## src/sv/ccud_pkg.sv

```systemverilog
// package: shared types, op codes and calendar helpers for the calendar clock
`timescale 1ns / 1ps

package ccud_pkg;

  localparam int YEAR_W   = 14;
  localparam int MONTH_W  = 4;
  localparam int DAY_W    = 5;
  localparam int HOUR_W   = 5;
  localparam int MINUTE_W = 6;
  localparam int SECOND_W = 6;
  localparam int OP_W     = 2;
  localparam int TIME_W   = YEAR_W + MONTH_W + DAY_W + HOUR_W + MINUTE_W + SECOND_W;

  localparam logic [YEAR_W-1:0]   YEAR_MAX    = 14'd9999;
  localparam logic [MONTH_W-1:0]  MONTH_FIRST = 4'd1;
  localparam logic [MONTH_W-1:0]  MONTH_LAST  = 4'd12;
  localparam logic [MONTH_W-1:0]  MONTH_FEB   = 4'd2;
  localparam logic [DAY_W-1:0]    DAY_FIRST   = 5'd1;
  localparam logic [HOUR_W-1:0]   HOUR_LAST   = 5'd23;
  localparam logic [MINUTE_W-1:0] MINUTE_LAST = 6'd59;
  localparam logic [SECOND_W-1:0] SECOND_LAST = 6'd59;

  // y / 100 as (y * 5243) >> 19, exact for any 14-bit year
  localparam int                 RECIP_W     = 13;
  localparam logic [RECIP_W-1:0] RECIP_100   = 13'd5243;
  localparam int                 RECIP_SHIFT = 19;
  localparam int                 PROD_W      = YEAR_W + RECIP_W;
  // multiples of 100 leave a fraction below 2^12, all others at least 5243
  localparam int                 FRAC_SMALL  = 12;

  typedef enum logic [OP_W-1:0] {
    OP_LOAD = 2'd0,
    OP_BACK = 2'd1,
    OP_FWD  = 2'd2,
    OP_NONE = 2'd3
  } op_t;

  typedef struct packed {
    logic [YEAR_W-1:0]   year;
    logic [MONTH_W-1:0]  month;
    logic [DAY_W-1:0]    day;
    logic [HOUR_W-1:0]   hour;
    logic [MINUTE_W-1:0] minute;
    logic [SECOND_W-1:0] second;
  } time_t;

  function automatic logic is_leap(input logic [YEAR_W-1:0] y);
    logic [PROD_W-1:0] prod;
    logic              div100;
    logic              div400;
    prod   = {{RECIP_W{1'b0}}, y} * {{YEAR_W{1'b0}}, RECIP_100};
    div100 = (prod[RECIP_SHIFT-1:FRAC_SMALL] == '0);
    div400 = div100 && (prod[RECIP_SHIFT+1:RECIP_SHIFT] == 2'b00);
    return div400 || ((y[1:0] == 2'b00) && !div100);
  endfunction

  function automatic logic [DAY_W-1:0] month_len(input logic [MONTH_W-1:0] m,
                                                 input logic leap);
    logic [DAY_W-1:0] d;
    case (m)
      4'd2:                      d = leap ? 5'd29 : 5'd28;
      4'd4, 4'd6, 4'd9, 4'd11:   d = 5'd30;
      default:                   d = 5'd31;
    endcase
    return d;
  endfunction

endpackage

```

## src/sv/ccud_step.sv

```systemverilog
// next-time logic: load check and one-second forward and back steps
`timescale 1ns / 1ps

module ccud_step
  import ccud_pkg::*;
(
  input  time_t cur,
  input  op_t   op,
  input  time_t load,
  output time_t nxt,
  output logic  accepted
);

  logic             cur_leap;
  logic             load_leap;
  logic [DAY_W-1:0] cur_len;
  logic [DAY_W-1:0] load_len;
  logic [DAY_W-1:0] prev_len;
  logic             load_ok;
  time_t            fwd;
  time_t            back;

  assign cur_leap  = is_leap(cur.year);
  assign load_leap = is_leap(load.year);
  assign cur_len   = month_len(cur.month, cur_leap);
  assign load_len  = month_len(load.month, load_leap);
  // previous month within the same year, december is 31 days anyway
  assign prev_len  = month_len(cur.month - MONTH_FIRST, cur_leap);

  assign load_ok = (load.year <= YEAR_MAX)
                && (load.month >= MONTH_FIRST) && (load.month <= MONTH_LAST)
                && (load.day >= DAY_FIRST) && (load.day <= load_len)
                && (load.hour <= HOUR_LAST)
                && (load.minute <= MINUTE_LAST)
                && (load.second <= SECOND_LAST);

  always_comb begin
    fwd = cur;
    if (cur.second < SECOND_LAST) begin
      fwd.second = cur.second + 1'b1;
    end else begin
      fwd.second = '0;
      if (cur.minute < MINUTE_LAST) begin
        fwd.minute = cur.minute + 1'b1;
      end else begin
        fwd.minute = '0;
        if (cur.hour < HOUR_LAST) begin
          fwd.hour = cur.hour + 1'b1;
        end else begin
          fwd.hour = '0;
          if (cur.day < cur_len) begin
            fwd.day = cur.day + 1'b1;
          end else begin
            fwd.day = DAY_FIRST;
            if (cur.month < MONTH_LAST) begin
              fwd.month = cur.month + 1'b1;
            end else begin
              fwd.month = MONTH_FIRST;
              fwd.year  = (cur.year >= YEAR_MAX) ? '0 : cur.year + 1'b1;
            end
          end
        end
      end
    end
  end

  always_comb begin
    back = cur;
    if (cur.second > '0) begin
      back.second = cur.second - 1'b1;
    end else begin
      back.second = SECOND_LAST;
      if (cur.minute > '0) begin
        back.minute = cur.minute - 1'b1;
      end else begin
        back.minute = MINUTE_LAST;
        if (cur.hour > '0) begin
          back.hour = cur.hour - 1'b1;
        end else begin
          back.hour = HOUR_LAST;
          if (cur.day > DAY_FIRST) begin
            back.day = cur.day - 1'b1;
          end else if (cur.month > MONTH_FIRST) begin
            back.month = cur.month - 1'b1;
            back.day   = prev_len;
          end else begin
            back.month = MONTH_LAST;
            back.year  = (cur.year == '0) ? YEAR_MAX : cur.year - 1'b1;
            back.day   = month_len(MONTH_LAST, 1'b0);
          end
        end
      end
    end
  end

  always_comb begin
    unique case (op)
      OP_LOAD: begin
        nxt      = load_ok ? load : cur;
        accepted = load_ok;
      end
      OP_BACK: begin
        nxt      = back;
        accepted = 1'b1;
      end
      OP_FWD: begin
        nxt      = fwd;
        accepted = 1'b1;
      end
      default: begin
        nxt      = cur;
        accepted = 1'b0;
      end
    endcase
  end

endmodule

```

## src/sv/calendar_clock_up_down_top.sv

```systemverilog
// top level: stream ports, input and result registers, time registers
`timescale 1ns / 1ps

// Gregorian calendar clock (year 0 to 9999, wrapping) that takes one item per
// clock while results are accepted: a load, a one-second step back or a
// one-second step forward, chosen by s_tuser. Every item returns one result with
// the time after it and an accepted flag (0 only for an invalid load or an
// unused op code, which leave the time as it was). A taken item sits in the input
// register; when the result register is empty or being read, the next-time logic
// updates the time registers and loads the result register. The block sustains
// one item per cycle while every result is accepted; the update of the time
// registers from their own value is the loop that sets that rate. After reset
// the time is 0000-01-01 00:00:00.

module calendar_clock_up_down_top
  import ccud_pkg::*;
(
  input  logic              clk,
  input  logic              rst,
  input  logic              s_tvalid,
  output logic              s_tready,
  input  logic [TIME_W-1:0] s_tdata,   // load year, month, day, hour, minute, second
  input  logic [OP_W-1:0]   s_tuser,   // op
  output logic              m_tvalid,
  input  logic              m_tready,
  output logic [TIME_W-1:0] m_tdata,   // cur year, month, day, hour, minute, second
  output logic              m_tuser    // accepted
);

  logic  in_valid;
  op_t   in_op;
  time_t in_load;
  time_t now;
  time_t now_next;
  logic  acc_next;
  logic  adv;
  logic  take;

  assign adv      = in_valid && (!m_tvalid || m_tready);
  assign s_tready = !in_valid || adv;
  assign take     = s_tvalid && s_tready;

  always_ff @(posedge clk) begin
    if (rst) begin
      in_valid <= 1'b0;
    end else if (take) begin
      in_valid <= 1'b1;
    end else if (adv) begin
      in_valid <= 1'b0;
    end
  end

  always_ff @(posedge clk) begin
    if (take) begin
      in_op          <= op_t'(s_tuser);
      in_load.year   <= s_tdata[13:0];
      in_load.month  <= s_tdata[17:14];
      in_load.day    <= s_tdata[22:18];
      in_load.hour   <= s_tdata[27:23];
      in_load.minute <= s_tdata[33:28];
      in_load.second <= s_tdata[39:34];
    end
  end

  ccud_step u_step (
    .cur      (now),
    .op       (in_op),
    .load     (in_load),
    .nxt      (now_next),
    .accepted (acc_next)
  );

  always_ff @(posedge clk) begin
    if (rst) begin
      now.year   <= '0;
      now.month  <= MONTH_FIRST;
      now.day    <= DAY_FIRST;
      now.hour   <= '0;
      now.minute <= '0;
      now.second <= '0;
    end else if (adv) begin
      now <= now_next;
    end
  end

  always_ff @(posedge clk) begin
    if (rst) begin
      m_tvalid <= 1'b0;
    end else if (adv) begin
      m_tvalid <= 1'b1;
    end else if (m_tready) begin
      m_tvalid <= 1'b0;
    end
  end

  always_ff @(posedge clk) begin
    if (adv) begin
      m_tdata <= {now_next.second, now_next.minute, now_next.hour,
                  now_next.day, now_next.month, now_next.year};
      m_tuser <= acc_next;
    end
  end

`ifndef SYNTHESIS
  a_time_legal: assert property (@(posedge clk) disable iff (rst)
    (now.second <= SECOND_LAST) && (now.minute <= MINUTE_LAST) &&
    (now.hour <= HOUR_LAST) && (now.day >= DAY_FIRST) &&
    (now.month >= MONTH_FIRST) && (now.month <= MONTH_LAST) &&
    (now.year <= YEAR_MAX))
    else $error("time registers hold an illegal time");

  a_reject_holds: assert property (@(posedge clk) disable iff (rst)
    adv && !acc_next |=> $stable(now))
    else $error("rejected item changed the time");

  a_adv_result: assert property (@(posedge clk) disable iff (rst)
    adv |=> m_tvalid)
    else $error("item advanced without a result");

  a_item_kept: assert property (@(posedge clk) disable iff (rst)
    in_valid && !adv |=> in_valid)
    else $error("held item dropped");

  a_no_move_idle: assert property (@(posedge clk) disable iff (rst)
    !adv |=> $stable(now))
    else $error("time changed with no item");
`endif

endmodule

```

## config.mk

```make
export PLATFORM = sky130hd
export DESIGN_NAME = calendar_clock_up_down_top
export DESIGN_NICKNAME = d
export VERILOG_FILES = /design/src/sv/ccud_pkg.sv /design/src/sv/ccud_step.sv /design/src/sv/calendar_clock_up_down_top.sv
export SDC_FILE = /design/constraint.sdc
export NUM_CORES = 1
export LEC_CHECK = 0
export ABC_AREA = 1
export BUFFER_PORTS_ARGS = -buffer_cell sky130_fd_sc_hd__buf_2
export CAP_MARGIN = 20
export CORE_UTILIZATION = 35
export CTS_CLUSTER_SIZE = 8
export DETAILED_ROUTE_END_ITERATION = 6
export GPL_ROUTABILITY_DRIVEN = 0
export HOLD_SLACK_MARGIN = 0.15
export SKIP_CTS_REPAIR_TIMING = 1
export SYNTH_ARGS = -nofsm -noshare
export SYNTH_HDL_FRONTEND = slang
export SYNTH_SLANG_ARGS = --single-unit
export TNS_END_PERCENT = 1
```

## constraint.sdc

```tcl
create_clock -name clk -period 18.9 [get_ports clk]
set_clock_uncertainty 0.2 [all_clocks]
set_input_delay 2.835 -clock clk [delete_from_list [all_inputs] [get_ports clk]]
set_output_delay 2.835 -clock clk [all_outputs]
set_load 0.01 [all_outputs]
```

# Word-level counts from Yosys, hierarchy flattened
# Index checks and enable logic that the tools add are counted.
# totals
input_bits	46
ff_bits	125
# classes
eq_ne	17
n_addsub	12
n_reduce_logical	35
order_cmp	19
multipliers	2
mux	34
# op_table
operator	count
$pmux W40 S3	1
$mux W34	2
$mux W14	4
$mux W28	2
$mux W23	2
$mul A14 B13 Y21 const B	2
$mux W40	1
$mux W18	2
$pmux W5 S2	3
$eq A4 B3 Y1 const B	6
$eq A4 B4 Y1 const B	6
$mux W6	4
$mux W5	4
$add A14 B1 Y14 const B	1
$ge A14 B14 Y1 const B	1
$le A14 B14 Y1 const B	1
$logic_not A14 Y1	1
$logic_not A7 Y1	2
$sub A14 B1 Y14 const B	1
$logic_and A1 B1 Y1	13
$add A6 B1 Y6 const B	2
$eq A4 B2 Y1 const B	3
$gt A6 B1 Y1 const B	2
$le A6 B6 Y1 const B	2
28 further kinds	51

# Logic depth before layout (Yosys ltp)
# logic_depth
ltp_word	14
ltp_mapped	40
mapped_depth_nobuf	40

# Hierarchy
# Synthesis repeated with hierarchy kept, for this count alone.
# hier_totals
cells_unflattened	1853
area_unflattened_um2	14804.2
# modules_own_cells
mod	n_inst	area_per_inst_um2	cells_each
ccud_step	1	10477.5	1500
calendar_clock_up_down_top	1	4326.6	353

# Worst setup path before layout
# OpenSTA, ideal clock, no wires.
# synth_path
kind	register -> register
startpoint	reg in_load[34] (netlist bit)
endpoint	reg m_tdata[19], data pin
stages_incl_launch_ff	40
n_path_buf	1
arrival_ps	6317
required_time_ps	18444
setup_time_ps	256
slack_ps	12127
path_cell_list	edfxtp_1 > ha_1 > inv_1 > fa_1 > inv_1 > fa_1 > inv_1 > fa_1 > inv_1 > fa_1 > ha_1 > nand2_1 > nor2_1 > nand3b_1 > o2111ai_1 > nand3_1 > nand2_1 > nand3_1 > [4 not listed] > o21ai_0 > o21ai_0 > nand2_1 > nand3_1 > inv_1 > ha_1 > nand2_1 > nand4_1 > o221ai_1 > a211oi_1 > nand2_1 > nand2_1 > clkbuf_1 > nor2_1 > a2111oi_0 > nand2_1 > o21ai_1 > inv_1
# synth_rtl
element	line	source
from (decl)	calendar_clock_up_down_top.sv:32	time_t in_load;
to (signal assigned)	calendar_clock_up_down_top.sv:98	m_tdata <= {now_next.second, now_next.minute, now_next.hour,
to (decl)	calendar_clock_up_down_top.sv:26	output logic [TIME_W-1:0] m_tdata,

==> flow_metrics.tcl <==
set metrics [dict create \
    timing.final.crit_share 0.477 \
    rrSetupSlack_ns 9.88 \
    synth.avg_cell_area_um2 8.19 \
    grt_max_degree 91 \
    wl_per_cell_um 17.0 \
    cts-root-buf "clkbuf_16" \
    fp-row-count 74 \
    antenna_found_initial 0 \
    clkSinkCount 125 \
    yosys.cell_types.count 61 \
    synth_edf_count 83 \
    drt-vias-per-instance 5.16 \
    die_area_um2 42600 \
    leakage_nw 8.03 \
    fp.dieW_um 206 \
    cp-end-kind "flip-flop" \
    powerDensity_nw_per_um2 100 \
    synth_flop_cell "edfxtp_1" \
    fp.dieH_um 206 \
    first_global_vias 12024 \
    fin_util 0.394 \
    cpMaxStageDelayCell "nand2_1" \
    worst_r2r_path_depth 39 \
    cts_tree "built" \
    drt_iter0_drc 992 \
    slowest_delay_ns 0.74 \
    layout_commonest_cell "inv_1" \
    drv_cap 0 \
    vdd_ir_drop_max_mv 0.0608 \
    synth_warnings 0 \
    ys_seq_area_frac 0.228 \
    grt_pass1_wl_mm 65.3 \
    rr_startpoint "in_load[34]" \
    status "finished with violations" \
    start_kind "flip-flop" \
    cp_max_fo 26 \
    clockBufferDepth 2 \
    final_cell_mix "388 x inv_1, 286 x nand2_1, 206 x ha_1" \
    cp.required_ns 18.90 \
    drt_pre_antenna_iters 7 \
    worstHoldPathType "flip-flop to flip-flop" \
    netlist_instances 1784 \
    syn_nets 2158 \
    via_count 12415 \
    r2r_end "m_tdata[13]" \
    rsz0062_at_grt "no" \
    hold_viol 0 \
    ys_seq_elements 125 \
    post-route-min-period_ns 9.02 \
    cp.arrival_ns 9.02 \
    worst_pin_slew_ns 0.987 \
    drc_errors 10 \
    violations "DRC" \
    async_flop_share 0 \
    timing.critical_path.mode_cell "nand2_1" \
    setup_viol 0 \
    grt_overflow 0 \
    grt_use_total 0.198 \
    setup-tns-final_ns 0 \
    path_class "flip-flop to flip-flop" \
    ios 89 \
    insertion_delay_ns 0.45 \
    clkSlewWorstSetupHoldPaths_ns 0.06 \
    slew_violations 0 \
    min-delay-start "m_tvalid" \
    cts_buffers 17 \
    syn2layout_area_growth_pct 10.6 \
    slew_headroom 0.342 \
    htree_levels 4 \
    routed_wl_mm 40.8 \
    coreArea_um2 41000 \
    nets 2234 \
    worstHoldEndpoint "m_tvalid" \
    synth_area_um2 14600 \
    initial_core_util 0.356 \
    n_antenna_cell 0 \
    hold_depth 2 \
    max_freq_ghz 0.111 \
    port_buffers 88 \
    drive_gt1_frac 0.0902 \
    final_antenna_net_count 0 \
    whs_ns 0.301 \
    hpwl_mm 32.7 \
]
==> flip-flops by register name, indices dropped and copies added (netlist names) <==
signal,count
in_load,40
in_op,2
in_valid,1
m_tdata,40
m_tuser,1
m_tvalid,1
now,40
==> worst max-delay path: cells and delay by family, from the launching register on <==
| family | cells | cell delay (ns) |
|---|---|---|
| fa+ha+maj | 7 | 2.99 |
| simple gates | 18 | 2.61 |
| compound gates | 6 | 1.39 |
| buf+inv | 7 | 0.94 |
| flops | 1 | 0.55 |
| xor+xnor | 1 | 0.06 |
==> Yosys cell counts (all sizes together), types with 2 or more instances <==
master	count	area share
o2111ai	6	0.0036
a221oi	8	0.0052
o31ai	7	0.0036
inv	401	0.10
a211oi	12	0.0062
a2111oi	3	0.0022
xnor2	10	0.0060
clkinv	8	0.0024
ha	206	0.18
nand4	29	0.012
nor4	8	0.0034
o221ai	14	0.0084
o21ai	104	0.036
and3	2	0.00086
edfxtp	83	0.17
or2	4	0.0017
a32oi	4	0.0024
nand3b	2	0.0010
dfxtp	42	0.058
fa	122	0.17
nor3	19	0.0088
o21bai	2	0.0010
and2	3	0.0013
nand3	90	0.033
nand2	297	0.079
a31oi	6	0.0026
a21o	2	0.0010
a22oi	3	0.0015
nor2	101	0.029
clkbuf	31	0.0080
a21oi	97	0.033
o22ai	6	0.0026
buf	8	0.0039
xor2	24	0.014
nor3b	2	0.0010
o211ai	9	0.0046
==> through the flow <==
stage,area [µm²],worst slack [ns],total power [W],instances
after floorplan,14600,12.13,0.00107,1784
after global placement,15600,10.24,0.00128,2373
after detailed placement,15600,10.08,0.00130,2373
after CTS,16200,10.05,0.00162,2405
after global routing,16200,9.28,0.00178,2405
final,16200,9.88,0.00162,2405
==> per-layer routing <==
layer  global-route usage  part of all wire
met5                    0                 0
met4               0.0525             0.018
met3               0.0380             0.079
met2                0.287              0.43
met1                0.297              0.48
==> kinds of logic after synthesis <==
kind of cell | Yosys count | share of synthesized area
simple gates | 557 | 0.172
buf+inv | 448 | 0.117
fa+ha+maj | 328 | 0.343
compound gates | 292 | 0.119
flops | 125 | 0.228
xor+xnor | 34 | 0.0204
==> how the worst max path moves through the flow <==
| stage | startpoint | end | slack [ns] | cells past startpoint |
|---|---|---|---|---|
| CTS | in_load[34] | m_tdata[13] | 10.05 | 39 |
| finish | in_load[34] | m_tdata[13] | 9.88 | 39 |
| floorplan | in_load[34] | m_tdata[19] | 12.13 | 39 |
| global route | in_load[34] | now[11] | 9.28 | 39 |
| global placement | in_load[34] | m_tdata[13] | 10.24 | 39 |
| detailed placement | in_load[34] | m_tdata[13] | 10.08 | 39 |
==> power breakdown <==
| part | internal [W] | switching [W] |
|---|---|---|
| registers | 0.000314 | 0.0000277 |
| logic | 0.000373 | 0.000586 |
| clock network | 0.000181 | 0.000135 |
| total | 0.000868 | 0.000748 |
==> cell type report <==
cell class / instances / area, µm²
Inverter: 409 / 1540
Tap cell: 532 / 666
Sequential cell: 125 / 3330
Clock inverter: 13 / 116
Multi-Input combinational cell: 1211 / 9570
Fill cell: 4191 / 24900
Clock buffer: 19 / 433
Timing Repair Buffer: 96 / 500
Power figures use the tool's default switching activity.
